==> src/apps_pkg.sv <==
// ----------------------------------------------------------------------------
// apps_pkg
// Shared types and constants for the ASCII position parser and smoother.
// ----------------------------------------------------------------------------
`default_nettype none

package apps_pkg;

  localparam int FIELD_CHARS_DEF = 10;
  localparam int FRAC_BITS       = 16;

  localparam int BYTE_W     = 8;
  localparam int MEAS_W     = 32;
  localparam int EST_W      = 48;
  localparam int EERR_W     = 16;
  localparam int GAIN_W     = FRAC_BITS + 1;
  localparam int DIV_STEPS  = FRAC_BITS + 1;
  localparam int CNT_W      = $clog2(DIV_STEPS);
  localparam int DIFF_W     = EST_W + 1;
  localparam int MAG_HI_W   = DIFF_W - FRAC_BITS;
  localparam int CFG_ADDR_W = 3;
  localparam int CFG_DATA_W = 32;

  localparam logic [BYTE_W-1:0] CH_X     = 8'h58;
  localparam logic [BYTE_W-1:0] CH_Y     = 8'h59;
  localparam logic [BYTE_W-1:0] CH_C     = 8'h63;
  localparam logic [BYTE_W-1:0] CH_M     = 8'h6d;
  localparam logic [BYTE_W-1:0] CH_COMMA = 8'h2c;
  localparam logic [BYTE_W-1:0] CH_MINUS = 8'h2d;
  localparam logic [BYTE_W-1:0] CH_ZERO  = 8'd48;

  localparam logic [EERR_W-1:0] EERR_RESET = 16'd5;

  localparam logic REG_EST_ERR = 1'b0;

  typedef enum logic [3:0] {
    ST_IDLE,
    ST_CLOSE,
    ST_DIST,
    ST_ABS,
    ST_DIVSET,
    ST_DIV,
    ST_MULLO,
    ST_MULHI,
    ST_SUM,
    ST_UPD,
    ST_OUT
  } state_t;

  typedef struct packed {
    logic parse;
    logic close;
    logic delta;
    logic absv;
    logic div_set;
    logic div_step;
    logic mul_lo;
    logic mul_hi;
    logic sum;
    logic upd;
    logic load_out;
    logic ch;
  } cmd_t;

  typedef struct packed {
    logic out_free;
  } sts_t;

endpackage

`default_nettype wire

==> src/apps_in_if.sv <==
// ----------------------------------------------------------------------------
// apps_in_if
// Byte request channel: one received byte and its end-of-buffer flag.
// ----------------------------------------------------------------------------
`default_nettype none

interface apps_in_if;
  logic                            valid;
  logic                            ready;
  logic [apps_pkg::BYTE_W-1:0]     rx_byte;
  logic                            buffer_end;

  modport source (output valid, output rx_byte, output buffer_end, input ready);
  modport sink   (input valid, input rx_byte, input buffer_end, output ready);
endinterface

`default_nettype wire

==> src/apps_out_if.sv <==
// ----------------------------------------------------------------------------
// apps_out_if
// Result request channel: smoothed and raw position values of one buffer.
// ----------------------------------------------------------------------------
`default_nettype none

interface apps_out_if;
  logic                                valid;
  logic                                ready;
  logic signed [apps_pkg::EST_W-1:0]   smoothed_first;
  logic signed [apps_pkg::EST_W-1:0]   smoothed_second;
  logic signed [apps_pkg::MEAS_W-1:0]  parsed_y_cm;
  logic signed [apps_pkg::MEAS_W-1:0]  parsed_x_cm;

  modport source (output valid, output smoothed_first, output smoothed_second,
                  output parsed_y_cm, output parsed_x_cm, input ready);
  modport sink   (input valid, input smoothed_first, input smoothed_second,
                  input parsed_y_cm, input parsed_x_cm, output ready);
endinterface

`default_nettype wire

==> src/apps_cfg.sv <==
// ----------------------------------------------------------------------------
// apps_cfg
// APB register file holding the estimate error.
// ----------------------------------------------------------------------------
`default_nettype none

module apps_cfg (
  input  wire logic                              clk,
  input  wire logic                              rst_n,
  input  wire logic                              psel,
  input  wire logic                              penable,
  input  wire logic                              pwrite,
  input  wire logic [apps_pkg::CFG_ADDR_W-1:0]   paddr,
  input  wire logic [apps_pkg::CFG_DATA_W-1:0]   pwdata,
  output logic      [apps_pkg::CFG_DATA_W-1:0]   prdata,
  output logic                                   pready,
  output logic      [apps_pkg::EERR_W-1:0]       est_err
);

  logic [apps_pkg::EERR_W-1:0] est_err_r;
  logic [apps_pkg::EERR_W-1:0] est_err_nxt;
  logic                        reg_sel;

  assign reg_sel = paddr[apps_pkg::CFG_ADDR_W-1];
  assign pready  = 1'b1;
  assign est_err = est_err_r;

  always_comb begin
    est_err_nxt = est_err_r;
    if (psel && penable && pwrite && (reg_sel == apps_pkg::REG_EST_ERR)) begin
      est_err_nxt = pwdata[apps_pkg::EERR_W-1:0];
    end
  end

  always_comb begin
    prdata = '0;
    if (reg_sel == apps_pkg::REG_EST_ERR) begin
      prdata = {{(apps_pkg::CFG_DATA_W - apps_pkg::EERR_W){1'b0}}, est_err_r};
    end
  end

  always_ff @(posedge clk) begin
    if (!rst_n) begin
      est_err_r <= apps_pkg::EERR_RESET;
    end else begin
      est_err_r <= est_err_nxt;
    end
  end

endmodule

`default_nettype wire

==> src/apps_ctrl.sv <==
// ----------------------------------------------------------------------------
// apps_ctrl
// Sequencer: accepts bytes, then steps both channels through the smoother.
// ----------------------------------------------------------------------------
`default_nettype none

module apps_ctrl (
  input  wire logic            clk,
  input  wire logic            rst_n,
  input  wire logic            in_valid,
  input  wire logic            in_last,
  output logic                 in_ready,
  input  wire apps_pkg::sts_t  sts,
  output apps_pkg::cmd_t       cmd
);

  apps_pkg::state_t              state_r, state_nxt;
  logic                          ch_r, ch_nxt;
  logic [apps_pkg::CNT_W-1:0]    cnt_r, cnt_nxt;

  always_comb begin
    state_nxt = state_r;
    ch_nxt    = ch_r;
    cnt_nxt   = cnt_r;
    case (state_r)
      apps_pkg::ST_IDLE: begin
        if (in_valid && in_last) begin
          state_nxt = apps_pkg::ST_CLOSE;
        end
      end
      apps_pkg::ST_CLOSE:  state_nxt = apps_pkg::ST_DIST;
      apps_pkg::ST_DIST:   state_nxt = apps_pkg::ST_ABS;
      apps_pkg::ST_ABS:    state_nxt = apps_pkg::ST_DIVSET;
      apps_pkg::ST_DIVSET: begin
        state_nxt = apps_pkg::ST_DIV;
        cnt_nxt   = '0;
      end
      apps_pkg::ST_DIV: begin
        cnt_nxt = cnt_r + 1'b1;
        if (cnt_r == apps_pkg::CNT_W'(apps_pkg::DIV_STEPS - 1)) begin
          state_nxt = apps_pkg::ST_MULLO;
        end
      end
      apps_pkg::ST_MULLO:  state_nxt = apps_pkg::ST_MULHI;
      apps_pkg::ST_MULHI:  state_nxt = apps_pkg::ST_SUM;
      apps_pkg::ST_SUM:    state_nxt = apps_pkg::ST_UPD;
      apps_pkg::ST_UPD: begin
        ch_nxt    = ~ch_r;
        state_nxt = ch_r ? apps_pkg::ST_OUT : apps_pkg::ST_DIST;
      end
      apps_pkg::ST_OUT: begin
        if (sts.out_free) begin
          state_nxt = apps_pkg::ST_IDLE;
        end
      end
      default: state_nxt = apps_pkg::ST_IDLE;
    endcase
  end

  always_comb begin
    cmd      = '0;
    cmd.ch   = ch_r;
    in_ready = 1'b0;
    case (state_r)
      apps_pkg::ST_IDLE: begin
        in_ready  = 1'b1;
        cmd.parse = in_valid;
      end
      apps_pkg::ST_CLOSE:  cmd.close    = 1'b1;
      apps_pkg::ST_DIST:   cmd.delta    = 1'b1;
      apps_pkg::ST_ABS:    cmd.absv     = 1'b1;
      apps_pkg::ST_DIVSET: cmd.div_set  = 1'b1;
      apps_pkg::ST_DIV:    cmd.div_step = 1'b1;
      apps_pkg::ST_MULLO:  cmd.mul_lo   = 1'b1;
      apps_pkg::ST_MULHI:  cmd.mul_hi   = 1'b1;
      apps_pkg::ST_SUM:    cmd.sum      = 1'b1;
      apps_pkg::ST_UPD:    cmd.upd      = 1'b1;
      apps_pkg::ST_OUT:    cmd.load_out = sts.out_free;
      default: cmd = '0;
    endcase
  end

  always_ff @(posedge clk) begin
    if (!rst_n) begin
      state_r <= apps_pkg::ST_IDLE;
      ch_r    <= 1'b0;
      cnt_r   <= '0;
    end else begin
      state_r <= state_nxt;
      ch_r    <= ch_nxt;
      cnt_r   <= cnt_nxt;
    end
  end

endmodule

`default_nettype wire

==> src/apps_dp.sv <==
// ----------------------------------------------------------------------------
// apps_dp
// Field parsers, serial gain divider, multiply and estimate update, result
// register.
// ----------------------------------------------------------------------------
`default_nettype none

module apps_dp #(
  parameter int FIELD_CHARS = apps_pkg::FIELD_CHARS_DEF
) (
  input  wire logic                                clk,
  input  wire logic                                rst_n,
  input  wire apps_pkg::cmd_t                      cmd,
  output apps_pkg::sts_t                           sts,
  input  wire logic        [apps_pkg::BYTE_W-1:0]  rx_byte,
  input  wire logic        [apps_pkg::EERR_W-1:0]  est_err,
  input  wire logic                                out_ready,
  output logic                                     out_valid,
  output logic signed      [apps_pkg::EST_W-1:0]   smoothed_first,
  output logic signed      [apps_pkg::EST_W-1:0]   smoothed_second,
  output logic signed      [apps_pkg::MEAS_W-1:0]  parsed_y_cm,
  output logic signed      [apps_pkg::MEAS_W-1:0]  parsed_x_cm
);

  localparam int STEP_W = $clog2(FIELD_CHARS + 3);
  localparam int MW     = apps_pkg::MEAS_W;
  localparam int EW     = apps_pkg::EST_W;
  localparam int DW     = apps_pkg::DIFF_W;
  localparam int FB     = apps_pkg::FRAC_BITS;
  localparam int GW     = apps_pkg::GAIN_W;
  localparam int RW     = MW + 1;
  localparam int LOP_W  = FB + GW;
  localparam int PHI_W  = apps_pkg::MAG_HI_W + GW;

  localparam logic [STEP_W-1:0] STEP_IDLE  = STEP_W'(0);
  localparam logic [STEP_W-1:0] STEP_SKIP1 = STEP_W'(1);
  localparam logic [STEP_W-1:0] STEP_READ  = STEP_W'(3);
  localparam logic [STEP_W-1:0] STEP_LAST  = STEP_W'(FIELD_CHARS + 2);

  typedef struct packed {
    logic [STEP_W-1:0] step;
    logic              neg;
    logic [MW-1:0]     acc;
  } fld_t;

  // index 0: X field, index 1: Y field
  fld_t              fld_r   [2];
  fld_t              fld_nxt [2];
  logic [MW-1:0]     bufv_r  [2];
  logic [MW-1:0]     bufv_nxt[2];
  logic [MW-1:0]     acc_new [2];
  logic [15:0]       recent_r, recent_nxt;
  logic [MW-1:0]     digit;

  logic signed [EW-1:0] est_r  [2];
  logic        [MW-1:0] last_r [2];

  logic [MW:0]          dd_r;
  logic [DW-1:0]        tdiff_r;
  logic [MW-1:0]        d_r;
  logic [DW-1:0]        mag_r;
  logic                 negd_r;
  logic [RW-1:0]        div_r;
  logic [RW-1:0]        rem_r;
  logic                 bit_r;
  logic [GW-1:0]        quo_r;
  logic [LOP_W-1:0]     lop_r;
  logic [PHI_W-1:0]     phi_r;
  logic [DW-1:0]        q_r;
  logic                 remb_r;

  logic                 out_valid_r;
  logic signed [EW-1:0] out_first_r, out_second_r;
  logic [MW-1:0]        out_y_r, out_x_r;

  logic [MW-1:0]        meas;
  logic [RW:0]          shifted;
  logic [RW+1:0]        trial;
  logic [GW-1:0]        gain;
  logic [DW-1:0]        addend;
  logic [DW-1:0]        est_sum;
  logic                 ch;

  assign ch    = cmd.ch;
  assign digit = {{(MW - apps_pkg::BYTE_W){1'b0}}, rx_byte} - MW'(apps_pkg::CH_ZERO);

  always_comb begin
    for (int i = 0; i < 2; i++) begin
      fld_nxt[i]  = fld_r[i];
      bufv_nxt[i] = bufv_r[i];
      if (fld_r[i].neg) begin
        acc_new[i] = (fld_r[i].acc << 3) + (fld_r[i].acc << 1) - digit;
      end else begin
        acc_new[i] = (fld_r[i].acc << 3) + (fld_r[i].acc << 1) + digit;
      end
      if (fld_r[i].step == STEP_READ && rx_byte == apps_pkg::CH_MINUS) begin
        acc_new[i] = fld_r[i].acc;
      end
      if (cmd.parse) begin
        if (fld_r[i].step == STEP_IDLE) begin
          fld_nxt[i] = fld_r[i];
        end else if (fld_r[i].step < STEP_READ) begin
          fld_nxt[i].step = fld_r[i].step + 1'b1;
        end else if (rx_byte == apps_pkg::CH_COMMA) begin
          bufv_nxt[i] = fld_r[i].acc;
          fld_nxt[i]  = '0;
        end else begin
          if (fld_r[i].step == STEP_READ && rx_byte == apps_pkg::CH_MINUS) begin
            fld_nxt[i].neg = 1'b1;
          end
          fld_nxt[i].acc = acc_new[i];
          if (fld_r[i].step >= STEP_LAST) begin
            bufv_nxt[i] = acc_new[i];
            fld_nxt[i]  = '0;
          end else begin
            fld_nxt[i].step = fld_r[i].step + 1'b1;
          end
        end
        if (rx_byte == apps_pkg::CH_M &&
            recent_r == {((i == 0) ? apps_pkg::CH_X : apps_pkg::CH_Y), apps_pkg::CH_C}) begin
          fld_nxt[i].step = STEP_SKIP1;
          fld_nxt[i].neg  = 1'b0;
          fld_nxt[i].acc  = '0;
        end
      end
      if (cmd.close && fld_r[i].step != STEP_IDLE) begin
        bufv_nxt[i] = fld_r[i].acc;
        fld_nxt[i]  = '0;
      end
      if (cmd.load_out) begin
        bufv_nxt[i] = '0;
      end
    end
  end

  always_comb begin
    recent_nxt = recent_r;
    if (cmd.parse) begin
      recent_nxt = {recent_r[7:0], rx_byte};
    end else if (cmd.close) begin
      recent_nxt = '0;
    end
  end

  assign meas    = ch ? bufv_r[0] : bufv_r[1];
  assign shifted = {rem_r, bit_r};
  assign trial   = {1'b0, shifted} - {2'b00, div_r};
  assign gain    = (est_err == '0) ? '0 : quo_r;
  assign addend  = negd_r ? ~q_r : q_r;
  assign est_sum = {est_r[ch][EW-1], est_r[ch]} + addend +
                   DW'(negd_r && !remb_r);

  always_ff @(posedge clk) begin
    if (cmd.delta) begin
      dd_r    <= {last_r[ch][MW-1], last_r[ch]} - {meas[MW-1], meas};
      tdiff_r <= {meas[MW-1], meas, {FB{1'b0}}} - {est_r[ch][EW-1], est_r[ch]};
    end
    if (cmd.absv) begin
      d_r    <= dd_r[MW] ? MW'(-dd_r) : dd_r[MW-1:0];
      mag_r  <= tdiff_r[DW-1] ? -tdiff_r : tdiff_r;
      negd_r <= tdiff_r[DW-1];
    end
    if (cmd.div_set) begin
      div_r <= RW'(est_err) + RW'(d_r);
      rem_r <= RW'(est_err >> 1);
      bit_r <= est_err[0];
      quo_r <= '0;
    end
    if (cmd.div_step) begin
      bit_r <= 1'b0;
      quo_r <= {quo_r[GW-2:0], !trial[RW+1]};
      if (!trial[RW+1]) begin
        rem_r <= trial[RW-1:0];
      end else begin
        rem_r <= shifted[RW-1:0];
      end
    end
    if (cmd.mul_lo) begin
      lop_r <= LOP_W'(mag_r[FB-1:0]) * LOP_W'(gain);
    end
    if (cmd.mul_hi) begin
      phi_r <= PHI_W'(mag_r[DW-1:FB]) * PHI_W'(gain);
    end
    if (cmd.sum) begin
      q_r    <= phi_r[DW-1:0] + DW'(lop_r[LOP_W-1:FB]);
      remb_r <= (lop_r[FB-1:0] != '0);
    end
    if (cmd.load_out) begin
      out_first_r  <= est_r[0];
      out_second_r <= est_r[1];
      out_y_r      <= bufv_r[1];
      out_x_r      <= bufv_r[0];
    end
  end

  always_ff @(posedge clk) begin
    if (!rst_n) begin
      for (int i = 0; i < 2; i++) begin
        fld_r[i]  <= '0;
        bufv_r[i] <= '0;
        est_r[i]  <= '0;
        last_r[i] <= '0;
      end
      recent_r    <= '0;
      out_valid_r <= 1'b0;
    end else begin
      for (int i = 0; i < 2; i++) begin
        fld_r[i]  <= fld_nxt[i];
        bufv_r[i] <= bufv_nxt[i];
      end
      recent_r <= recent_nxt;
      if (cmd.upd) begin
        est_r[ch]  <= est_sum[EW-1:0];
        last_r[ch] <= meas;
      end
      if (cmd.load_out) begin
        out_valid_r <= 1'b1;
      end else if (out_ready) begin
        out_valid_r <= 1'b0;
      end
    end
  end

  assign sts.out_free    = !out_valid_r || out_ready;
  assign out_valid       = out_valid_r;
  assign smoothed_first  = out_first_r;
  assign smoothed_second = out_second_r;
  assign parsed_y_cm     = out_y_r;
  assign parsed_x_cm     = out_x_r;

endmodule

`default_nettype wire

==> src/ascii_position_parser_smoother_unit.sv <==
// ----------------------------------------------------------------------------
// ascii_position_parser_smoother_unit
// Parses Xcm/Ycm decimal fields from UART buffers and smooths both values.
// ----------------------------------------------------------------------------
// Bytes of a buffer arrive on in_ch, one per request, the last flagged by
// buffer_end. An ordinary byte is accepted whenever the sequencer is idle.
// The last byte starts the smoother: it closes open fields, then steps each
// channel in turn through difference, magnitude, divider setup, the
// steps of the shared radix-2 gain divider, two partial-product multiplies,
// sum and update, then loads the result register for out_ch. The result
// register lets the next buffer's bytes flow in while a result waits; a
// second result waits in the sequencer until the first is taken. The user
// must write the estimate error over the APB port (addresses 0 to 3, paddr[2]
// clear) only while the block is idle; the block does not enforce this.
`default_nettype none

module ascii_position_parser_smoother_unit #(
  parameter int FIELD_CHARS = apps_pkg::FIELD_CHARS_DEF
) (
  input  wire logic                              clk,
  input  wire logic                              rst_n,
  apps_in_if.sink                                in_ch,
  apps_out_if.source                             out_ch,
  input  wire logic                              cfg_psel,
  input  wire logic                              cfg_penable,
  input  wire logic                              cfg_pwrite,
  input  wire logic [apps_pkg::CFG_ADDR_W-1:0]   cfg_paddr,
  input  wire logic [apps_pkg::CFG_DATA_W-1:0]   cfg_pwdata,
  output logic      [apps_pkg::CFG_DATA_W-1:0]   cfg_prdata,
  output logic                                   cfg_pready
);

  apps_pkg::cmd_t                  cmd;
  apps_pkg::sts_t                  sts;
  logic [apps_pkg::EERR_W-1:0]     est_err;
  logic                            in_ready;

  apps_cfg u_cfg (
    .clk     (clk),
    .rst_n   (rst_n),
    .psel    (cfg_psel),
    .penable (cfg_penable),
    .pwrite  (cfg_pwrite),
    .paddr   (cfg_paddr),
    .pwdata  (cfg_pwdata),
    .prdata  (cfg_prdata),
    .pready  (cfg_pready),
    .est_err (est_err)
  );

  apps_ctrl u_ctrl (
    .clk      (clk),
    .rst_n    (rst_n),
    .in_valid (in_ch.valid),
    .in_last  (in_ch.buffer_end),
    .in_ready (in_ready),
    .sts      (sts),
    .cmd      (cmd)
  );

  assign in_ch.ready = in_ready;

  apps_dp #(
    .FIELD_CHARS (FIELD_CHARS)
  ) u_dp (
    .clk             (clk),
    .rst_n           (rst_n),
    .cmd             (cmd),
    .sts             (sts),
    .rx_byte         (in_ch.rx_byte),
    .est_err         (est_err),
    .out_ready       (out_ch.ready),
    .out_valid       (out_ch.valid),
    .smoothed_first  (out_ch.smoothed_first),
    .smoothed_second (out_ch.smoothed_second),
    .parsed_y_cm     (out_ch.parsed_y_cm),
    .parsed_x_cm     (out_ch.parsed_x_cm)
  );

endmodule

`default_nettype wire
==> src/flat_wrapper.sv <==
// flat-port wrapper written by rule: the top's interface ports become plain ports
module ascii_position_parser_smoother_unit_flat 
#(
  parameter int FIELD_CHARS = apps_pkg::FIELD_CHARS_DEF
)
  (clk, rst_n, cfg_psel, cfg_penable, cfg_pwrite, cfg_paddr, cfg_pwdata, cfg_prdata, cfg_pready, in_ch_valid, in_ch_rx_byte, in_ch_buffer_end, in_ch_ready, out_ch_valid, out_ch_smoothed_first, out_ch_smoothed_second, out_ch_parsed_y_cm, out_ch_parsed_x_cm, out_ch_ready);
  apps_in_if in_ch_i ();
  apps_out_if out_ch_i ();
  input  wire logic clk;
  input  wire logic rst_n;
  input  wire logic cfg_psel;
  input  wire logic cfg_penable;
  input  wire logic cfg_pwrite;
  input  wire logic [apps_pkg::CFG_ADDR_W-1:0] cfg_paddr;
  input  wire logic [apps_pkg::CFG_DATA_W-1:0] cfg_pwdata;
  output logic      [apps_pkg::CFG_DATA_W-1:0] cfg_prdata;
  output logic cfg_pready;
  input wire logic [$bits(in_ch_i.valid)-1:0] in_ch_valid;
  input wire logic [$bits(in_ch_i.rx_byte)-1:0] in_ch_rx_byte;
  input wire logic [$bits(in_ch_i.buffer_end)-1:0] in_ch_buffer_end;
  output wire logic [$bits(in_ch_i.ready)-1:0] in_ch_ready;
  output wire logic [$bits(out_ch_i.valid)-1:0] out_ch_valid;
  output wire logic [$bits(out_ch_i.smoothed_first)-1:0] out_ch_smoothed_first;
  output wire logic [$bits(out_ch_i.smoothed_second)-1:0] out_ch_smoothed_second;
  output wire logic [$bits(out_ch_i.parsed_y_cm)-1:0] out_ch_parsed_y_cm;
  output wire logic [$bits(out_ch_i.parsed_x_cm)-1:0] out_ch_parsed_x_cm;
  input wire logic [$bits(out_ch_i.ready)-1:0] out_ch_ready;
  assign in_ch_i.valid = in_ch_valid;
  assign in_ch_i.rx_byte = in_ch_rx_byte;
  assign in_ch_i.buffer_end = in_ch_buffer_end;
  assign in_ch_ready = in_ch_i.ready;
  assign out_ch_valid = out_ch_i.valid;
  assign out_ch_smoothed_first = out_ch_i.smoothed_first;
  assign out_ch_smoothed_second = out_ch_i.smoothed_second;
  assign out_ch_parsed_y_cm = out_ch_i.parsed_y_cm;
  assign out_ch_parsed_x_cm = out_ch_i.parsed_x_cm;
  assign out_ch_i.ready = out_ch_ready;
  ascii_position_parser_smoother_unit #(.FIELD_CHARS(FIELD_CHARS)) u_core (.clk(clk), .rst_n(rst_n), .in_ch(in_ch_i), .out_ch(out_ch_i), .cfg_psel(cfg_psel), .cfg_penable(cfg_penable), .cfg_pwrite(cfg_pwrite), .cfg_paddr(cfg_paddr), .cfg_pwdata(cfg_pwdata), .cfg_prdata(cfg_prdata), .cfg_pready(cfg_pready));
endmodule
==> config.mk <==
export PLATFORM = sky130hd
export DESIGN_NAME = ascii_position_parser_smoother_unit_flat
export DESIGN_NICKNAME = d
export VERILOG_FILES = /design/src/apps_pkg.sv /design/src/apps_in_if.sv /design/src/apps_out_if.sv /design/src/apps_cfg.sv /design/src/apps_ctrl.sv /design/src/apps_dp.sv /design/src/ascii_position_parser_smoother_unit.sv /design/src/flat_wrapper.sv
export SDC_FILE = /design/constraint.sdc
export NUM_CORES = 2
export LEC_CHECK = 0
export CORE_ASPECT_RATIO = 1.4
export CORE_UTILIZATION = 45
export CTS_BUF_LIST = sky130_fd_sc_hd__clkbuf_8 sky130_fd_sc_hd__clkbuf_16
export DETAILED_ROUTE_END_ITERATION = 8
export DONT_BUFFER_PORTS = 1
export PLACE_DENSITY = 0.7
export SLEW_MARGIN = 40
export SYNTH_ARGS = -nofsm -noshare
export SYNTH_HDL_FRONTEND = slang
export SYNTH_SLANG_ARGS = --single-unit
==> constraint.sdc <==
create_clock -name clk -period 17.1 [get_ports clk]
set_clock_uncertainty 0.05 [all_clocks]
set_input_delay 0.855 -clock clk [delete_from_list [all_inputs] [get_ports clk]]
set_output_delay 0.855 -clock clk [all_outputs]
set_load 0.02 [all_outputs]
==> impl_results.rst <==
.. list-table::
   :header-rows: 1

   * - Metric
     - Value
   * - Run status
     - finished with violations
   * - Failing checks
     - DRC
   * - Avg Inst Size Synth
     - between 9 and 10 um2
   * - Number of antenna violations at the first check in global routing
     - 7
   * - Global-route wire length before repair
     - around 370000 um
   * - Site Rows
     - 181
   * - CTS H-tree depth
     - 3
   * - Dominant cell type by area after synthesis
     - edfxtp_1
   * - CP max stage cell
     - and2_1
   * - Worst-Margin Slew
     - approximately 0.96 ns
   * - Post-CTS clock slew at the launch and capture registers of the worst setup and hold paths
     - around 0.060 ns
   * - Dominant synthesized flop cell
     - edfxtp_1
   * - Post-synthesis async set-or-reset flop share
     - 0%
   * - Mux share of post-synthesis cell area
     - 1.27%
   * - Data required time at the worst endpoint
     - between 15 and 20 ns
   * - Share of the synthesized area in the top cell type
     - between 20% and 30%
   * - Clk_lat worst skew
     - about 0.75 ns
   * - Max cap viols
     - 0
   * - Reported leakage power
     - between 0.03 and 0.04 uW
   * - Post_cts resized
     - 0
   * - Critical Path Source
     - u_core.u_cfg.est_err[10]
   * - Sequential fraction of the synthesis area
     - a little under a third
   * - Post-synthesis share of cell area spent on full adders, half adders and majority gates
     - between 20% and 30%
   * - Mapped Cells
     - 8457
   * - Share of power burned in combinational logic
     - 57.0%
   * - DR WL/cell
     - around 22 um
   * - Total power density per cell area
     - 132 mW/mm2
   * - Worst Setup Start Kind
     - register
   * - Startpoint of the worst register-to-register path
     - u_core.u_cfg.est_err[10]
   * - Area of the core
     - about 0.17 mm2
   * - Hold Path Depth
     - 2
   * - Final worst path period share
     - a little under three fifths
   * - Count of fill cells added during filler insertion
     - between 15000 and 20000
   * - TritonCTS Sinks
     - 879
   * - Initial core utilization
     - a little under half
   * - Largest family of logic cells by synthesized area
     - adder cells
   * - Total iterations of the first detailed-routing run
     - 8
   * - Most frequent cells in the layout
     - inv_1, nand2_1, edfxtp_1
   * - Routed Wire Length
     - ~240000 um
   * - Total of flip-flops plus latches after synthesis
     - about 880
   * - RSZ-0062 raised after global routing
     - no
   * - Upper clock frequency limit
     - between 0.1 and 0.15 GHz
   * - Sw Share
     - about 43%
   * - Xor/xnor share of the synthesized area
     - 5.75%
   * - Synth cell types
     - 94
   * - Largest net degree at the start of global routing
     - between 90 and 100
   * - Compound-cell area share of the yosys netlist
     - around 13%
   * - Via count of the first global-routing pass
     - approximately 64000
   * - Share of power burned in registers
     - 24.5%
   * - Library cell used as clock root buffer
     - clkbuf_16
   * - Port buffer count
     - 0
   * - Grt ovf
     - 0
   * - Pins Over Slew Limit
     - 0
   * - Post-Route Setup TNS
     - 0 ns
   * - Number of hold buffers added after CTS
     - 0
   * - Worst slew margin relative to its limit
     - a little over a third
   * - Time the worst path needs with I/O delays and setup
     - between 9 and 10 ns
   * - Largest voltage drop on the vdd net
     - about 0.00029 V
   * - Warnings from Yosys
     - 0
   * - Post-CTS setup buffers
     - 0
   * - Growth of design area from synthesis to finish
     - 6.94%
   * - Global-route usage over all layers
     - a little over a quarter
   * - Slowest stage delay, CP
     - about 0.66 ns
   * - Die area
     - roughly 0.18 mm2
   * - Routability congestion estimate from global placement
     - 0.946
   * - Hold violation total from the final report
     - 0
   * - Setup-violating endpoint count in the final report
     - 0
   * - Most frequent standard cell in the layout excluding fill and tap cells
     - inv_1
   * - Chip height
     - 498 um
   * - Cell internal power dissipation
     - 6330 uW
   * - Number of enable-type register cells in the synthesized netlist
     - between 600 and 700
   * - Number of CTS-inserted buffers
     - 92
   * - Switching component of the power
     - 4810 uW
   * - Most frequent CP cell
     - fa_1
   * - Post-synth design cell area
     - ~0.08 mm2
   * - Setup CP Type
     - register to register
   * - Ports placed on the boundary
     - around 250
   * - Biggest fanout along the worst timing path
     - 57
   * - Simple-gate share of the synthesized area
     - 15.5%
   * - Count of routing violations after the opening detailed-route iteration
     - 4378
   * - CTS tree
     - yes
   * - Worst min-delay path class
     - input pin to register
   * - Final standard cell utilization of the core
     - between 40% and 50%
   * - Horizontal extent of the die
     - 356 um
   * - Cell types occupying the most area after synthesis
     - edfxtp_1, fa_1, ha_1, inv_1, nand2_1
   * - Layout cells sized above 1
     - 4.29%
   * - Number of nets in the final layout
     - approximately 9600
   * - DPL Wire Length
     - around 180000 um
   * - Critical Path End Type
     - register
   * - Via count
     - around 62000
   * - DRC viols
     - 20
   * - Data arrival time of the critical path
     - just under 10 ns
   * - Worst r2r path cells
     - 29
   * - Clock Path Buffers
     - 3
   * - Post-route ant nets
     - 0
   * - Routed vias/inst
     - approximately 5.8
   * - Startpoint of the lowest-slack hold path
     - cfg_pwdata[0]
   * - Power share of the clock group
     - 18.4%
[path summary, 6_finish.rpt]
kind | end | slack, ns
worst max-delay path | u_core.u_dp.phi_r[46] | 7.60
worst min-delay path | u_core.u_cfg.est_err[0] | 0.19
worst max register to register | u_core.u_dp.phi_r[46] | 7.60
worst min register to register | out_ch_smoothed_second[25] | 0.40
[power groups by stage]
stage	clock network (uW)	registers (uW)	logic, uW
floorplan	0	2750	4540
global placement	0	2770	6180
detailed placement	0	2780	6320
CTS	2090	2730	6360
global route	2160	2730	7090
finish	2050	2730	6350
[metrics by stage]
stage | std cells | power (uW) | hold slack (ns) | setup WS (ns) | area, um2
2_1_floorplan | 8472 | 7290 | 0.374 | 8.25 | 79100
3_3_place_gp | 10500 | 8950 | 0.381 | 7.83 | 81300
3_5_place_dp | 10500 | 9090 | 0.385 | 7.73 | 81400
4_1_cts | 10600 | 11200 | 0.133 | 7.70 | 84400
5_1_grt | 10600 | 12000 | 0.172 | 7.33 | 84500
6_report | 10600 | 11100 | 0.195 | 7.60 | 84500
[sequential cells by signal, indices dropped and copies added (netlist names), 17 cells and up]
name	count
u_core.u_dp.bufv_r	64
u_core.u_dp.dd_r	33
out_ch_smoothed_first	48
u_core.u_dp.parsed_y_cm	32
u_core.u_dp.q_r	48
u_core.u_dp.div_r	33
u_core.u_dp.mag_r	49
u_core.u_dp.tdiff_r	49
u_core.u_dp.phi_r	48
u_core.u_dp.last_r	64
out_ch_smoothed_second	48
u_core.u_dp.quo_r	17
u_core.u_dp.rem_r	33
u_core.u_dp.lop_r	33
u_core.u_dp.parsed_x_cm	32
u_core.u_dp.est_r	96
u_core.u_dp.d_r	32
u_core.u_dp.fld_r	74
[critical path: cells and delay by family, from the launching register on]
kind                     cells  cell delay [ns]
adder cells (fa/ha/maj)      7             3.37
XOR/XNOR                     1             0.13
AND/OR/NAND/NOR              7             1.56
buffers and inverters        7             1.28
AO/OA/AOI/OAI                7             2.25
flip-flops                   1             0.53
[cell type report]
| cell class | count | area [um2] | area share (%) |
|---|---|---|---|
| Multi-Input combinational cell | 6106 | 49100 | 58.1 |
| Sequential cell | 879 | 24600 | 29.1 |
| Inverter | 1086 | 4090 | 4.83 |
| Tap cell | 2287 | 2860 | 3.39 |
| Clock buffer | 99 | 2420 | 2.87 |
| Timing Repair Buffer | 108 | 837 | 0.991 |
| Clock inverter | 71 | 638 | 0.755 |
| Antenna cell | 2 | 5.00 | 0.00592 |
[synth_stat cells, drive strengths merged, types with 168 or more instances]
cell type / count
inv: 1082
nand2: 1046
edfxtp: 697
fa: 683
nor2: 603
ha: 581
a21oi: 468
clkbuf: 357
xnor2: 350
and3: 348
o21ai: 328
dfxtp: 182
xor2: 169
a21o: 168
[cells by family after synthesis]
group                    count (synthesis)
AND/OR/NAND/NOR                       2635
other                                    2
buffers and inverters                 1487
AO/OA/AOI/OAI                         1571
adder cells (fa/ha/maj)               1264
XOR/XNOR                               519
multiplexers                           100
flip-flops                             879
[metal layers]
layer / GRT usage [%] / vias up / part of all wire (%)
li1: - / 28100 / -
met1: 28.3 / 30500 / 35
met2: 48.0 / 2325 / 51
met3: 4.67 / 821 / 6.4
met4: 18.4 / 0 / 7.9
met5: 0 / - / 0
Note: power is estimated with default switching activity, not from simulation.
